===== config.mk =====
export PLATFORM = sky130hd
export DESIGN_NAME = fixed_block_pool_allocator
export DESIGN_NICKNAME = d
export VERILOG_FILES = /design/src/rtl/fbpa_pkg.sv /design/src/rtl/fixed_block_pool_allocator.sv
export SDC_FILE = /design/constraint.sdc
export NUM_CORES = 1
export LEC_CHECK = 0
export BUFFER_PORTS_ARGS = -buffer_cell sky130_fd_sc_hd__buf_4
export CORE_ASPECT_RATIO = 1.25
export CORE_UTILIZATION = 35
export CTS_CLUSTER_DIAMETER = 150
export CTS_CLUSTER_SIZE = 8
export DETAILED_ROUTE_END_ITERATION = 6
export GPL_ROUTABILITY_DRIVEN = 0
export PLACE_DENSITY_LB_ADDON = 0.1
export SYNTH_ARGS = -nofsm -noshare
export SYNTH_HDL_FRONTEND = slang
export SYNTH_SLANG_ARGS = --single-unit
export TNS_END_PERCENT = 1

===== constraint.sdc =====
create_clock -name clock -period 8.37 [get_ports clock]
set_input_delay 1.674 -clock clock [delete_from_list [all_inputs] [get_ports clock]]
set_output_delay 1.674 -clock clock [all_outputs]
set_load 0.02 [all_outputs]

===== src/rtl/fbpa_pkg.sv =====
// Types and codes shared by the block pool allocator and its checker.
// No dependencies.
`timescale 1ns / 1ps

package fbpa_pkg;

   localparam int OFFSET_W     = 32;
   localparam int RSP_INDEX_W  = 6;
   localparam int RSP_OFFSET_W = 11;

   typedef logic                    req_kind_type;
   typedef logic signed [OFFSET_W-1:0] offset_type;
   typedef logic [RSP_INDEX_W-1:0]  rsp_index_type;
   typedef logic [RSP_OFFSET_W-1:0] rsp_offset_type;

   localparam req_kind_type REQ_ALLOC = 1'b0;
   localparam req_kind_type REQ_FREE  = 1'b1;

endpackage


===== src/rtl/fixed_block_pool_allocator.sv =====
// Fixed-size block pool allocator: LIFO free list in a link memory plus an
// allocated-bit memory. Depends on fbpa_pkg.
//
//   channel   ports                               transfer when
//   request   req_type, req_byte_offset           start && !busy
//   result    rsp_success, rsp_slot_index,        rsp_strobe (one cycle)
//             rsp_block_byte_offset
//
// Allocate: the ALLOC state, bound by the registered read of the head's next link.
// Free: reciprocal multiply, back-multiply, remainder fix-up, then the
// allocated-bit read and write-back.
// No clearing pass at reset: a fill count marks the blocks never handed out,
// whose links and bits are not used.
// One request at a time; results cannot be stalled.
`timescale 1ns / 1ps

module fixed_block_pool_allocator #(
   parameter int BLOCK_COUNT = 64,
   parameter int BLOCK_BYTES = 32
) (
   input  logic                    clock,
   input  logic                    reset,
   input  logic                    start,
   output logic                    busy,
   input  fbpa_pkg::req_kind_type  req_type,
   input  fbpa_pkg::offset_type    req_byte_offset,
   output logic                    rsp_strobe,
   output logic                    rsp_success,
   output fbpa_pkg::rsp_index_type  rsp_slot_index,
   output fbpa_pkg::rsp_offset_type rsp_block_byte_offset
);
   import fbpa_pkg::*;

   localparam int IDX_W  = (BLOCK_COUNT > 1) ? $clog2(BLOCK_COUNT) : 1;
   localparam int LINK_W = $clog2(BLOCK_COUNT + 1);
   localparam int RCP_W  = 30;
   localparam logic [63:0] RECIP64 = (64'd1 << 31) / BLOCK_BYTES;
   localparam logic [63:0] POOL64  = 64'(BLOCK_COUNT) * 64'(BLOCK_BYTES);
   localparam logic [LINK_W-1:0] LIST_END = LINK_W'(BLOCK_COUNT);

   localparam logic [2:0] ST_IDLE  = 3'd0;
   localparam logic [2:0] ST_ALLOC = 3'd1;
   localparam logic [2:0] ST_MUL1  = 3'd2;
   localparam logic [2:0] ST_MUL2  = 3'd3;
   localparam logic [2:0] ST_CHECK = 3'd4;
   localparam logic [2:0] ST_FREE  = 3'd5;

   // memories
   logic [LINK_W-1:0] link_mem [BLOCK_COUNT];
   logic              bit_mem  [BLOCK_COUNT];

   logic [2:0]        state_ff, state_in;
   logic [LINK_W-1:0] head_ff, head_in;
   logic [LINK_W-1:0] fresh_ff, fresh_in;
   logic [30:0]       off_ff, off_in;
   logic              range_ff, range_in;
   logic [RCP_W-1:0]  q0_ff, q0_in;
   logic [31:0]       back_ff, back_in;
   logic [IDX_W-1:0]  blk_ff, blk_in;
   logic              okfree_ff, okfree_in;
   logic [LINK_W-1:0] link_rd_ff;
   logic              bit_rd_ff;

   logic              strobe_ff, strobe_in;
   logic              success_ff, success_in;
   rsp_index_type     index_ff, index_in;
   rsp_offset_type    boff_ff, boff_in;

   logic              accept;
   logic [IDX_W-1:0]  head_idx;
   logic [60:0]       prod;
   logic [46:0]       backp;
   logic [31:0]       rem, rem_fix;
   logic [RCP_W-1:0]  q_fix;
   logic [31:0]       boff_full;
   logic              link_we;
   logic              bit_we, bit_wd;
   logic [IDX_W-1:0]  bit_wa;

   assign busy     = (state_ff != ST_IDLE);
   assign accept   = start && !busy;
   assign head_idx = head_ff[IDX_W-1:0];

   always_comb begin
      state_in   = state_ff;
      head_in    = head_ff;
      fresh_in   = fresh_ff;
      off_in     = off_ff;
      range_in   = range_ff;
      q0_in      = q0_ff;
      back_in    = back_ff;
      blk_in     = blk_ff;
      okfree_in  = okfree_ff;
      strobe_in  = 1'b0;
      success_in = 1'b0;
      index_in   = '0;
      boff_in    = '0;
      link_we    = 1'b0;
      bit_we     = 1'b0;
      bit_wa     = head_idx;
      bit_wd     = 1'b0;
      prod       = 61'(off_ff) * 61'(RECIP64[RCP_W-1:0]);
      backp      = 47'(q0_ff) * 47'(BLOCK_BYTES);
      rem        = {1'b0, off_ff} - back_ff;
      q_fix      = q0_ff;
      rem_fix    = rem;
      // truncated reciprocal undershoots the quotient by at most one
      if (rem >= 32'(BLOCK_BYTES)) begin
         q_fix   = q0_ff + RCP_W'(1);
         rem_fix = rem - 32'(BLOCK_BYTES);
      end
      boff_full  = 32'(head_idx) * 32'(BLOCK_BYTES);

      case (state_ff)
         ST_IDLE: begin
            if (accept) begin
               off_in   = req_byte_offset[30:0];
               range_in = !req_byte_offset[31] &&
                          ({2'b00, req_byte_offset[30:0]} < POOL64[32:0]);
               state_in = (req_type == REQ_ALLOC) ? ST_ALLOC : ST_MUL1;
            end
         end
         ST_ALLOC: begin
            strobe_in = 1'b1;
            if (head_ff != LIST_END) begin
               success_in = 1'b1;
               index_in   = RSP_INDEX_W'(32'(head_idx));
               boff_in    = boff_full[RSP_OFFSET_W-1:0];
               bit_we     = 1'b1;
               bit_wa     = head_idx;
               bit_wd     = 1'b1;
               // past the fill count the list still runs in index order
               if (head_ff >= fresh_ff) begin
                  head_in  = head_ff + LINK_W'(1);
                  fresh_in = head_ff + LINK_W'(1);
               end else begin
                  head_in = link_rd_ff;
               end
            end
            state_in = ST_IDLE;
         end
         ST_MUL1: begin
            q0_in    = prod[60:31];
            state_in = ST_MUL2;
         end
         ST_MUL2: begin
            back_in  = backp[31:0];
            state_in = ST_CHECK;
         end
         ST_CHECK: begin
            blk_in    = q_fix[IDX_W-1:0];
            okfree_in = range_ff && (rem_fix == 32'd0) &&
                        (32'(q_fix) < 32'(fresh_ff));
            state_in  = ST_FREE;
         end
         ST_FREE: begin
            strobe_in = 1'b1;
            if (okfree_ff && bit_rd_ff) begin
               success_in = 1'b1;
               bit_we     = 1'b1;
               bit_wa     = blk_ff;
               bit_wd     = 1'b0;
               link_we    = 1'b1;
               head_in    = LINK_W'(blk_ff);
            end
            state_in = ST_IDLE;
         end
         default: begin
            state_in = ST_IDLE;
         end
      endcase
   end

   always_ff @(posedge clock) begin
      if (reset) begin
         state_ff  <= ST_IDLE;
         head_ff   <= '0;
         fresh_ff  <= '0;
         strobe_ff <= 1'b0;
      end else begin
         state_ff  <= state_in;
         head_ff   <= head_in;
         fresh_ff  <= fresh_in;
         strobe_ff <= strobe_in;
      end
   end

   always_ff @(posedge clock) begin
      off_ff     <= off_in;
      range_ff   <= range_in;
      q0_ff      <= q0_in;
      back_ff    <= back_in;
      blk_ff     <= blk_in;
      okfree_ff  <= okfree_in;
      success_ff <= success_in;
      index_ff   <= index_in;
      boff_ff    <= boff_in;
   end

   // link memory: read the head's next link at the transfer edge
   always_ff @(posedge clock) begin
      if (link_we) begin
         link_mem[blk_ff] <= head_ff;
      end
      if (accept) begin
         link_rd_ff <= link_mem[head_idx];
      end
   end

   // allocated-bit memory
   always_ff @(posedge clock) begin
      if (bit_we) begin
         bit_mem[bit_wa] <= bit_wd;
      end
      if (state_ff == ST_CHECK) begin
         bit_rd_ff <= bit_mem[q_fix[IDX_W-1:0]];
      end
   end

   assign rsp_strobe            = strobe_ff;
   assign rsp_success           = success_ff;
   assign rsp_slot_index        = index_ff;
   assign rsp_block_byte_offset = boff_ff;

endmodule


After elaboration in Yosys (flattened, before gate mapping)
Memory sizes are Yosys's and may differ from the RTL's. A register that Yosys moved wholly into a read port is not among the register bits.
Cells that the tools add are included.
{"block": "word_totals", "regBits": 121, "ram_bits": 512, "out_inout_bits": 20, "n_memories": 2}
{"block": "op_classes", "n_addsub": 4, "order_cmp": 4, "eq_ne": 9, "mux": 21, "n_reduce_logical": 16}
{"memory": "link_mem", "depth": 64, "width": 7, "rd": 1, "rd_clocked_by_memory_dff": 1, "write_ports": 1, "line": "fixed_block_pool_allocator.sv:49", "source": "logic [LINK_W-1:0] link_mem [BLOCK_COUNT];"}
{"memory": "bit_mem", "depth": 64, "width": 1, "rd": 1, "rd_clocked_by_memory_dff": 1, "write_ports": 1, "line": "fixed_block_pool_allocator.sv:50", "source": "logic bit_mem [BLOCK_COUNT];"}
{"cell": "$ge 32x6->1 const B", "count": 1}
{"cell": "$logic_not 32->1", "count": 1}
{"cell": "$mux 32", "count": 1}
{"cell": "$sub 31x31->32", "count": 1}
{"cell": "$sub 32x6->32 const B", "count": 1}
{"cell": "$lt 31x12->1 const B", "count": 1}
{"cell": "$lt 30x7->1", "count": 1}
{"cell": "$add 26x1->27 const B", "count": 1}
{"cell": "$mux 27", "count": 1}
{"cell": "$mux 7", "count": 3}
{"cell": "$pmux 7 s2", "count": 1}
{"cell": "$mux 6", "count": 2}
{"cell": "$pmux 3 s4", "count": 1}
{"cell": "$mux 1", "count": 9}
{"cell": "$add 7x1->7 const B", "count": 1}
{"cell": "$ge 7x7->1", "count": 1}
{"cell": "$ne 7x7->1 const B", "count": 1}
{"cell": "$eq 3x2->1 const B", "count": 2}
{"cell": "$eq 3x3->1 const B", "count": 2}
{"cell": "$ne 2x2->1 const B", "count": 3}
{"cell": "$reduce_and 3->1", "count": 2}
{"cell": "$logic_and 1x1->1", "count": 5}
{"cell": "$reduce_and 2->1", "count": 2}
{"cell": "$eq 3x1->1 const B", "count": 1}
{"cell": "8 further kinds", "count": 9}

Logic depth before layout (Yosys ltp)
Gate-level depths: netlist of the first run.
{"block": "logic_depth", "depth_word": 6, "ltp_mapped": 28, "depth_no_buf": 27}

Worst setup path before layout of the first run
No wires, ideal clock.
{"block": "synth_timing", "path_type": "reg-to-reg", "startpoint": "register head_ff[1]", "endpoint": "memory bit_mem[0] (enable)", "t_arrival_ps": 6645, "slack_ps": 1425, "path_stages_with_launch": 13, "n_path_buf": 3, "period_less_slack_ps": 6945, "cell_sequence": "dfxtp_1 > clkbuf_1 > clkbuf_1 > clkbuf_1 > inv_1 > ha_1 > nand3_1 > nor3_1 > nor3_1 > inv_1 > o22ai_1 > nand2_1 > nor2_1"}
{"block": "synth_between", "elab_chain_len": 5, "elab_cells_between_ends": 7}
{"element": "start, declared", "line": "fixed_block_pool_allocator.sv:53", "source": "logic [LINK_W-1:0] head_ff, head_in;"}
{"element": "start signal, assigned", "line": "fixed_block_pool_allocator.sv:182", "source": "head_ff <= head_in;"}
{"element": "$ne 7x7->1", "line": "fixed_block_pool_allocator.sv:125", "source": "if (head_ff != LIST_END) begin"}
{"element": "$mux 1", "line": "fixed_block_pool_allocator.sv:125"}
{"element": "$pmux 1 s2", "line": "fixed_block_pool_allocator.sv:114", "source": "case (state_ff)"}
{"element": "$mux 1", "line": "fixed_block_pool_allocator.sv:212", "source": "if (bit_we) begin"}
{"element": "$mux 1 (implied by the code)", "line": "fixed_block_pool_allocator.sv:213", "source": "bit_mem[bit_wa] <= bit_wd;"}
{"element": "end, declared", "line": "fixed_block_pool_allocator.sv:50"}
Parallel ways exist; a longest one is shown, timed or not.

Final worst setup path of the first run
{"block": "layout_timing", "startpoint": "register off_ff[9]", "endpoint": "register okfree_ff (data pin)"}
{"block": "layout_between", "elab_chain_len": 6, "elab_cells_between_ends": 9}
{"element": "start, declared", "line": "fixed_block_pool_allocator.sv:55", "source": "logic [30:0] off_ff, off_in;"}
{"element": "start signal, assigned", "line": "fixed_block_pool_allocator.sv:189", "source": "off_ff <= off_in;"}
{"element": "$sub 31x31->32 *", "line": "fixed_block_pool_allocator.sv:104", "source": "rem = {1'b0, off_ff} - back_ff;"}
{"element": "branches (longest 4 deep; another with $ge 32x6->1)"}
{"element": "$logic_and 1x1->1 *", "line": "fixed_block_pool_allocator.sv:152", "source": "okfree_in = range_ff && (rem_fix == 32'd0) &&"}
{"element": "end signal, assigned", "line": "fixed_block_pool_allocator.sv:194", "source": "okfree_ff <= okfree_in;"}
{"element": "end, declared", "line": "fixed_block_pool_allocator.sv:60", "source": "logic okfree_ff, okfree_in;"}
Mark *: on every way between the ends.
A chain may end at the register's enable or synchronous reset.

==> impl_metrics.env, run 1 <==
export IMPL_port_buffers=50
export IMPL_crit_path_start_kind="register"
export IMPL_period_share=0.774
export IMPL_grt_max_degree=80
export IMPL_cp_data_required_time_ps=8830
export IMPL_cts_setup_buffers=0
export IMPL_synth_flop_cell="edfxtp_1"
export IMPL_drc=0
export IMPL_drive_gt1_frac=0.195
export IMPL_start_util=0.353
export IMPL_r2r_setup_slack_ps=1890
export IMPL_first_pass_iters=7
export IMPL_boundaryPins=56
export IMPL_htreeDepth=3
export IMPL_fp_dieW_um=256
export IMPL_cpPeakStageDelay_ps=600
export IMPL_cp_max_fo=7
export IMPL_pre_cts_ws_ps=2030
export IMPL_worst_slew_margin_rel=0.319
export IMPL_fin_setup_tns_ps=0
export IMPL_grt_pass1_vias=16800
export IMPL_seq_area_frac_synth=0.668
export IMPL_path_class="register to register"
export IMPL_cts_made_buffers=89
export IMPL_slew_viol_final=0
export IMPL_final_cell_mix="edfxtp_1 (611), nor2_1 (189), mux4_2 (155)"
export IMPL_utilization=0.403
export IMPL_end_kind="register"
export IMPL_dieArea_um2=81800
export IMPL_fin_crit_ps=6480
export IMPL_core_area_um2=80000
export IMPL_grt_use_total=0.180
export IMPL_synth_seq_cells=636
export IMPL_status="complete, no violations"
export IMPL_synth_cell_area_um2=28200
export IMPL_clkSinkCount=636
export IMPL_path_cells="ha_1 -> a21o_1 -> a31oi_1 -> a21oi_1 -> a211oi_1 -> a211oi_1 -> nor3_1 -> and4_1 -> a31oi_1 -> and3_1 -> xor2_1 -> ha_1 -> nand2b_1 -> a221oi_1 -> nand3_1 -> nor2_1 -> nand3_1 -> a211oi_1 -> nand4_1 -> a211oi_1 -> nand4_1 -> a211oi_1 -> o2111ai_1 -> nor4_2"
export IMPL_hold_violations=0
export IMPL_clk_path_buf_depth=3
export IMPL_crit_buf_inv=0
export IMPL_cts_root_buf="clkbuf_16"
export IMPL_rows=116
export IMPL_antenna_found_initial=1
export IMPL_synthToLayoutAreaGrowth_pct=14.2
export IMPL_crit_top_cell="a211oi_1"
export IMPL_insertion_delay_ps=650
export IMPL_nets=1930
export IMPL_leakage_nw=10.3
export IMPL_fp_dieH_um=320
export IMPL_vdd_drop_max_v=0.000169
export IMPL_drt_iter0_markers=1170
export IMPL_wl_per_cell_um=24.8
export IMPL_min_path_type="register to register"
export IMPL_cap_viol_max_count=0
export IMPL_finalClockSkew_ps=20.5
export IMPL_antenna_cells=0
export IMPL_grt_pass1_wl_um=109000
export IMPL_yosysTopAreaCellShare=0.650
export IMPL_critPathSlowestCell="nor3_1"
export IMPL_postSynthCellCount=1773
export IMPL_p_total_mw=7.72
export IMPL_yosys_area_top_type="edfxtp_1"
export IMPL_path_delay_family="compound AO/OA/AOI/OAI gates"
export IMPL_finalSetupViolCount=0
export IMPL_ys_types=93
export IMPL_arrival_ps=6940
export IMPL_grt_overflow=0
export IMPL_cts_tree="yes"
export IMPL_clk_pin_slew_ps=50
export IMPL_cts_resized_gates=0
export IMPL_yosys_top_cells_area="edfxtp_1 (65%), mux4_2 (12%), nor2_1 (2.5%)"
export IMPL_fmax_mhz=154
export IMPL_totalWireLength_um=73000
export IMPL_ant_nets=0
export IMPL_hold_buffers=0
export IMPL_synth_warnings=0
export IMPL_syn_avg_cell_area_um2=15.9
export IMPL_layout_commonest_cell="edfxtp_1"
export IMPL_vias=16000
export IMPL_rsz0062_at_grt="false"
export IMPL_fin_ws_ps=1890
export IMPL_dp_hpwl_um=47500
export IMPL_power_density_nw_per_um2=240
export IMPL_synth_edf_count=611
export IMPL_hold_slack_ps=463
export IMPL_tightest_slew_ps=1020
export IMPL_async_flop_share=0
export IMPL_avgViaCountPerCell=5.43
[per-layer routing]
| layer | part of all wire | wire, um | GRT usage |
|---|---|---|---|
| met1 | 0.40 | 29300 | 0.216 |
| met2 | 0.53 | 38600 | 0.324 |
| met3 | 0.040 | 2910 | 0.0296 |
| met4 | 0.031 | 2270 | 0.0668 |
| met5 | 0 | 0 | 0 |
[registers in the layout (all words and copies together) (netlist names), 7 cells and up]
name	count
back_ff	26
bit_mem	64
fresh_ff	7
head_ff	7
link_mem	448
link_rd_ff	7
off_ff	31
q0_ff	26
[report_power, final]
group	switching [mW]	internal, mW	total (mW)
clock	1.33	1.97	3.30
combinational	0.456	0.321	0.777
sequential	0.0734	3.58	3.65
total	1.86	5.86	7.72
[path summary, 6_finish.rpt]
kind,startpoint,end,depth (start not counted)
worst max-delay path,off_ff[9],okfree_ff,24
worst min-delay path,off_ff[21],q0_ff[16],0
worst max register to register,off_ff[9],okfree_ff,24
worst min register to register,off_ff[21],q0_ff[16],0
[cell usage after synthesis (7+ instances only)]
cell type / number
a211oi_1: 25
and3_1: 11
mux2_2: 11
nand2_1: 98
nor2_1: 190
nor4_1: 13
a21o_1: 14
ha_1: 43
edfxtp_1: 611
xor2_1: 17
and2_1: 15
mux2i_1: 13
nor2b_1: 7
clkbuf_1: 50
or3_1: 9
o211ai_1: 14
nor3_1: 29
a21oi_1: 46
o41ai_1: 7
nand3_1: 30
o21a_1: 19
a31oi_1: 11
xnor2_1: 12
nand2b_1: 11
nand3b_1: 7
buf_4: 12
inv_1: 62
mux4_2: 155
nand4_1: 19
dfxtp_1: 25
o21ai_0: 45
buf_1: 16
[cell families after synthesis]
| kind of cell | Yosys count | synth area share |
|---|---|---|
| and+or+nand+nor | 476 | 0.0822 |
| DFF | 636 | 0.668 |
| buffers and inverters | 149 | 0.0222 |
| muxes | 179 | 0.133 |
| AOI/OAI and AO/OA | 258 | 0.0662 |
| xor gates and xnor gates | 29 | 0.00900 |
| adders and majority gates | 45 | 0.0201 |
| other | 1 | 0.000133 |
[layout make-up]
| class | count | area (um^2) |
|---|---|---|
| clock buffer | 122 | 2350 |
| sequential | 636 | 18900 |
| tap | 1062 | 1330 |
| multi-input combinational | 992 | 8790 |
| timing repair buffer | 67 | 503 |
| inverter | 64 | 240 |
| fill | 7253 | 47700 |
| clock inverter | 7 | 151 |
[per-stage QoR]
stage	std cells	area (um^2)
after floorplan	1777	28200
after global placement	2821	29700
after detailed placement	2821	29700
after CTS	2950	32200
after global routing	2950	32200
final	2950	32200
No activity file was read; power rests on OpenSTA's default activity.
==> run 2: changes to the inputs <==
- clock period: 8.37 -> 5.3 ns (I/O delays scaled with it)
==> run 2 against run 1 <==
The run now ends with negative setup slack left. Highest routed layer unchanged. Register-to-register slack got worse by 2000 ps. Critical path depth increased by 3. Utilization increased by 1.4 points. Sequential power increased by 58%. Setup slack got worse by 2000 ps. Wire length increased by 2.3%. Maximum frequency increased by 21%. Count of clock-buffer cells in the layout decreased by 6. Die area unchanged. Largest power group unchanged. Clock skew increased by 21 ps.
==> impl_metrics.env, run 2 (synthesis gave the netlist of run 1 again) <==
export IMPL_cts_tree="yes"
export IMPL_port_buffers=50
export IMPL_cp_data_required_time_ps=5780
export IMPL_cp_max_fo=4
export IMPL_n_fill_cell=7311
export IMPL_fmax_mhz=186
export IMPL_cts_made_buffers=89
export IMPL_grt_max_degree=80
export IMPL_clk_pin_slew_ps=70
export IMPL_vdd_drop_max_v=0.000298
export IMPL_synthToLayoutAreaGrowth_pct=18.1
export IMPL_grt_pass1_vias=17300
export IMPL_hold_buffers=0
export IMPL_grt_pass1_wl_um=113000
export IMPL_critPathSlowestCell="edfxtp_1"
export IMPL_power_density_nw_per_um2=370
export IMPL_crit_cells=27
export IMPL_core_area_um2=80000
export IMPL_status="finished with violations"
export IMPL_violations="negative setup slack"
export IMPL_worst_slew_margin_rel=0.341
export IMPL_drc=0
export IMPL_hp_start="off_ff[21]"
export IMPL_end_kind="register"
export IMPL_pre_cts_ws_ps=-456
export IMPL_wl_per_cell_um=24.3
export IMPL_drt_iter0_markers=1084
export IMPL_tightest_slew_ps=989
export IMPL_cp_startpoint="off_ff[6]"
export IMPL_postLayoutCellArea_um2=33300
export IMPL_leakage_nw=10.9
export IMPL_path_delay_family="compound AO/OA/AOI/OAI gates"
export IMPL_cap_viol_max_count=0
export IMPL_antenna_found_initial=0
export IMPL_finalClockSkew_ps=41.5
export IMPL_reg2regPathDepth=27
export IMPL_boundaryPins=56
export IMPL_vias=16400
export IMPL_timing_rr_end="okfree_ff"
export IMPL_rsz0062_at_grt="true"
export IMPL_r2r_start="off_ff[6]"
export IMPL_rows=116
export IMPL_fin_setup_tns_ps=-69.0
export IMPL_first_pass_iters=5
export IMPL_clk_path_buf_depth=3
export IMPL_crit_buf_inv=3
export IMPL_dieArea_um2=81800
export IMPL_final_cell_mix="edfxtp_1 (611), buf_4 (197), nor2_1 (189)"
export IMPL_hold_slack_ps=474
export IMPL_grt_overflow=0
export IMPL_cts_root_buf="clkbuf_16"
export IMPL_fin_ws_ps=-69.0
export IMPL_layout_commonest_cell="edfxtp_1"
export IMPL_slew_viol_final=0
export IMPL_r2r_setup_slack_ps=-70
export IMPL_fin_crit_ps=5370
export IMPL_crit_path_start_kind="register"
export IMPL_totalWireLength_um=74700
export IMPL_arrival_ps=5850
export IMPL_insertion_delay_ps=650
export IMPL_hold_violations=0
export IMPL_avgViaCountPerCell=5.34
export IMPL_fp_dieH_um=320
export IMPL_nets=2063
export IMPL_cpPeakStageDelay_ps=430
export IMPL_drive_gt1_frac=0.257
export IMPL_largestRegisters="link_mem x448, bit_mem x64, off_ff x31"
export IMPL_grt_use_total=0.185
export IMPL_fp_dieW_um=256
export IMPL_antenna_cells=0
export IMPL_p_total_mw=12.4
export IMPL_register_area_um2=18900
export IMPL_regMostFlops="link_mem"
export IMPL_start_util=0.353
export IMPL_htreeDepth=3
export IMPL_crit_end="okfree_ff"
export IMPL_path_class="register to register"
export IMPL_finalSetupViolCount=1
export IMPL_dp_hpwl_um=49200
export IMPL_min_path_type="register to register"
export IMPL_period_share=1.01
export IMPL_dpl_cell_area_um2=30700
export IMPL_clkSinkCount=636
export IMPL_largest_reg_flops=448
export IMPL_ant_nets=0
export IMPL_multi_input_area_um2=8890
-- run 2: changes by cell type in the layout (fill, tap and decap cells not counted), sizes merged --
cell	delta
buf	+133
clkbuf	-6
clkinv	-1
inv	-1
-- run 2: final cells by class --
| class | instances | area share |
|---|---|---|
| clock buffer | 116 | 0.0717 |
| clock inverter | 5 | 0.00304 |
| inverter | 64 | 0.00720 |
| multi-input combinational | 992 | 0.266 |
| sequential | 636 | 0.566 |
| tap | 1062 | 0.0398 |
| timing repair buffer | 200 | 0.0459 |
-- run 2: worst min path at each step --
stage                     cells after the start         to
after detailed placement                      0   q0_ff[0]
final                                         0  q0_ff[16]
after CTS                                     0   q0_ff[9]
after global placement                        0   q0_ff[0]
after floorplan                               0   q0_ff[0]
after global routing                          0   q0_ff[9]
-- run 2: timing repair --
action	4_1_cts	5_1_grt
endpoints found under the setup margin	1	2
pin swaps	12	10
setup buffers	6	4
hold endpoints to repair	0	0
resized for setup	9	9
-- run 2: power by group --
group,switching [mW],internal [mW],leakage (nW)
clock,2.06,3.15,1.21
combinational,0.752,0.608,3.87
sequential,0.127,5.65,5.86
-- run 2: per-stage QoR --
step	util	std cells
after global placement	0.384	2944
after global routing	0.417	3075
after detailed placement	0.384	2944
after CTS	0.416	3071
final	0.417	3075
after floorplan	-	1777
-- run 2: routing by layer --
layer	global-route usage	part of all wire	vias to the layer above
li1	-	-	7455
met1	0.224	0.40	8432
met2	0.335	0.53	406
met3	0.0281	0.039	123
met4	0.0632	0.028	0
met5	0	0	-
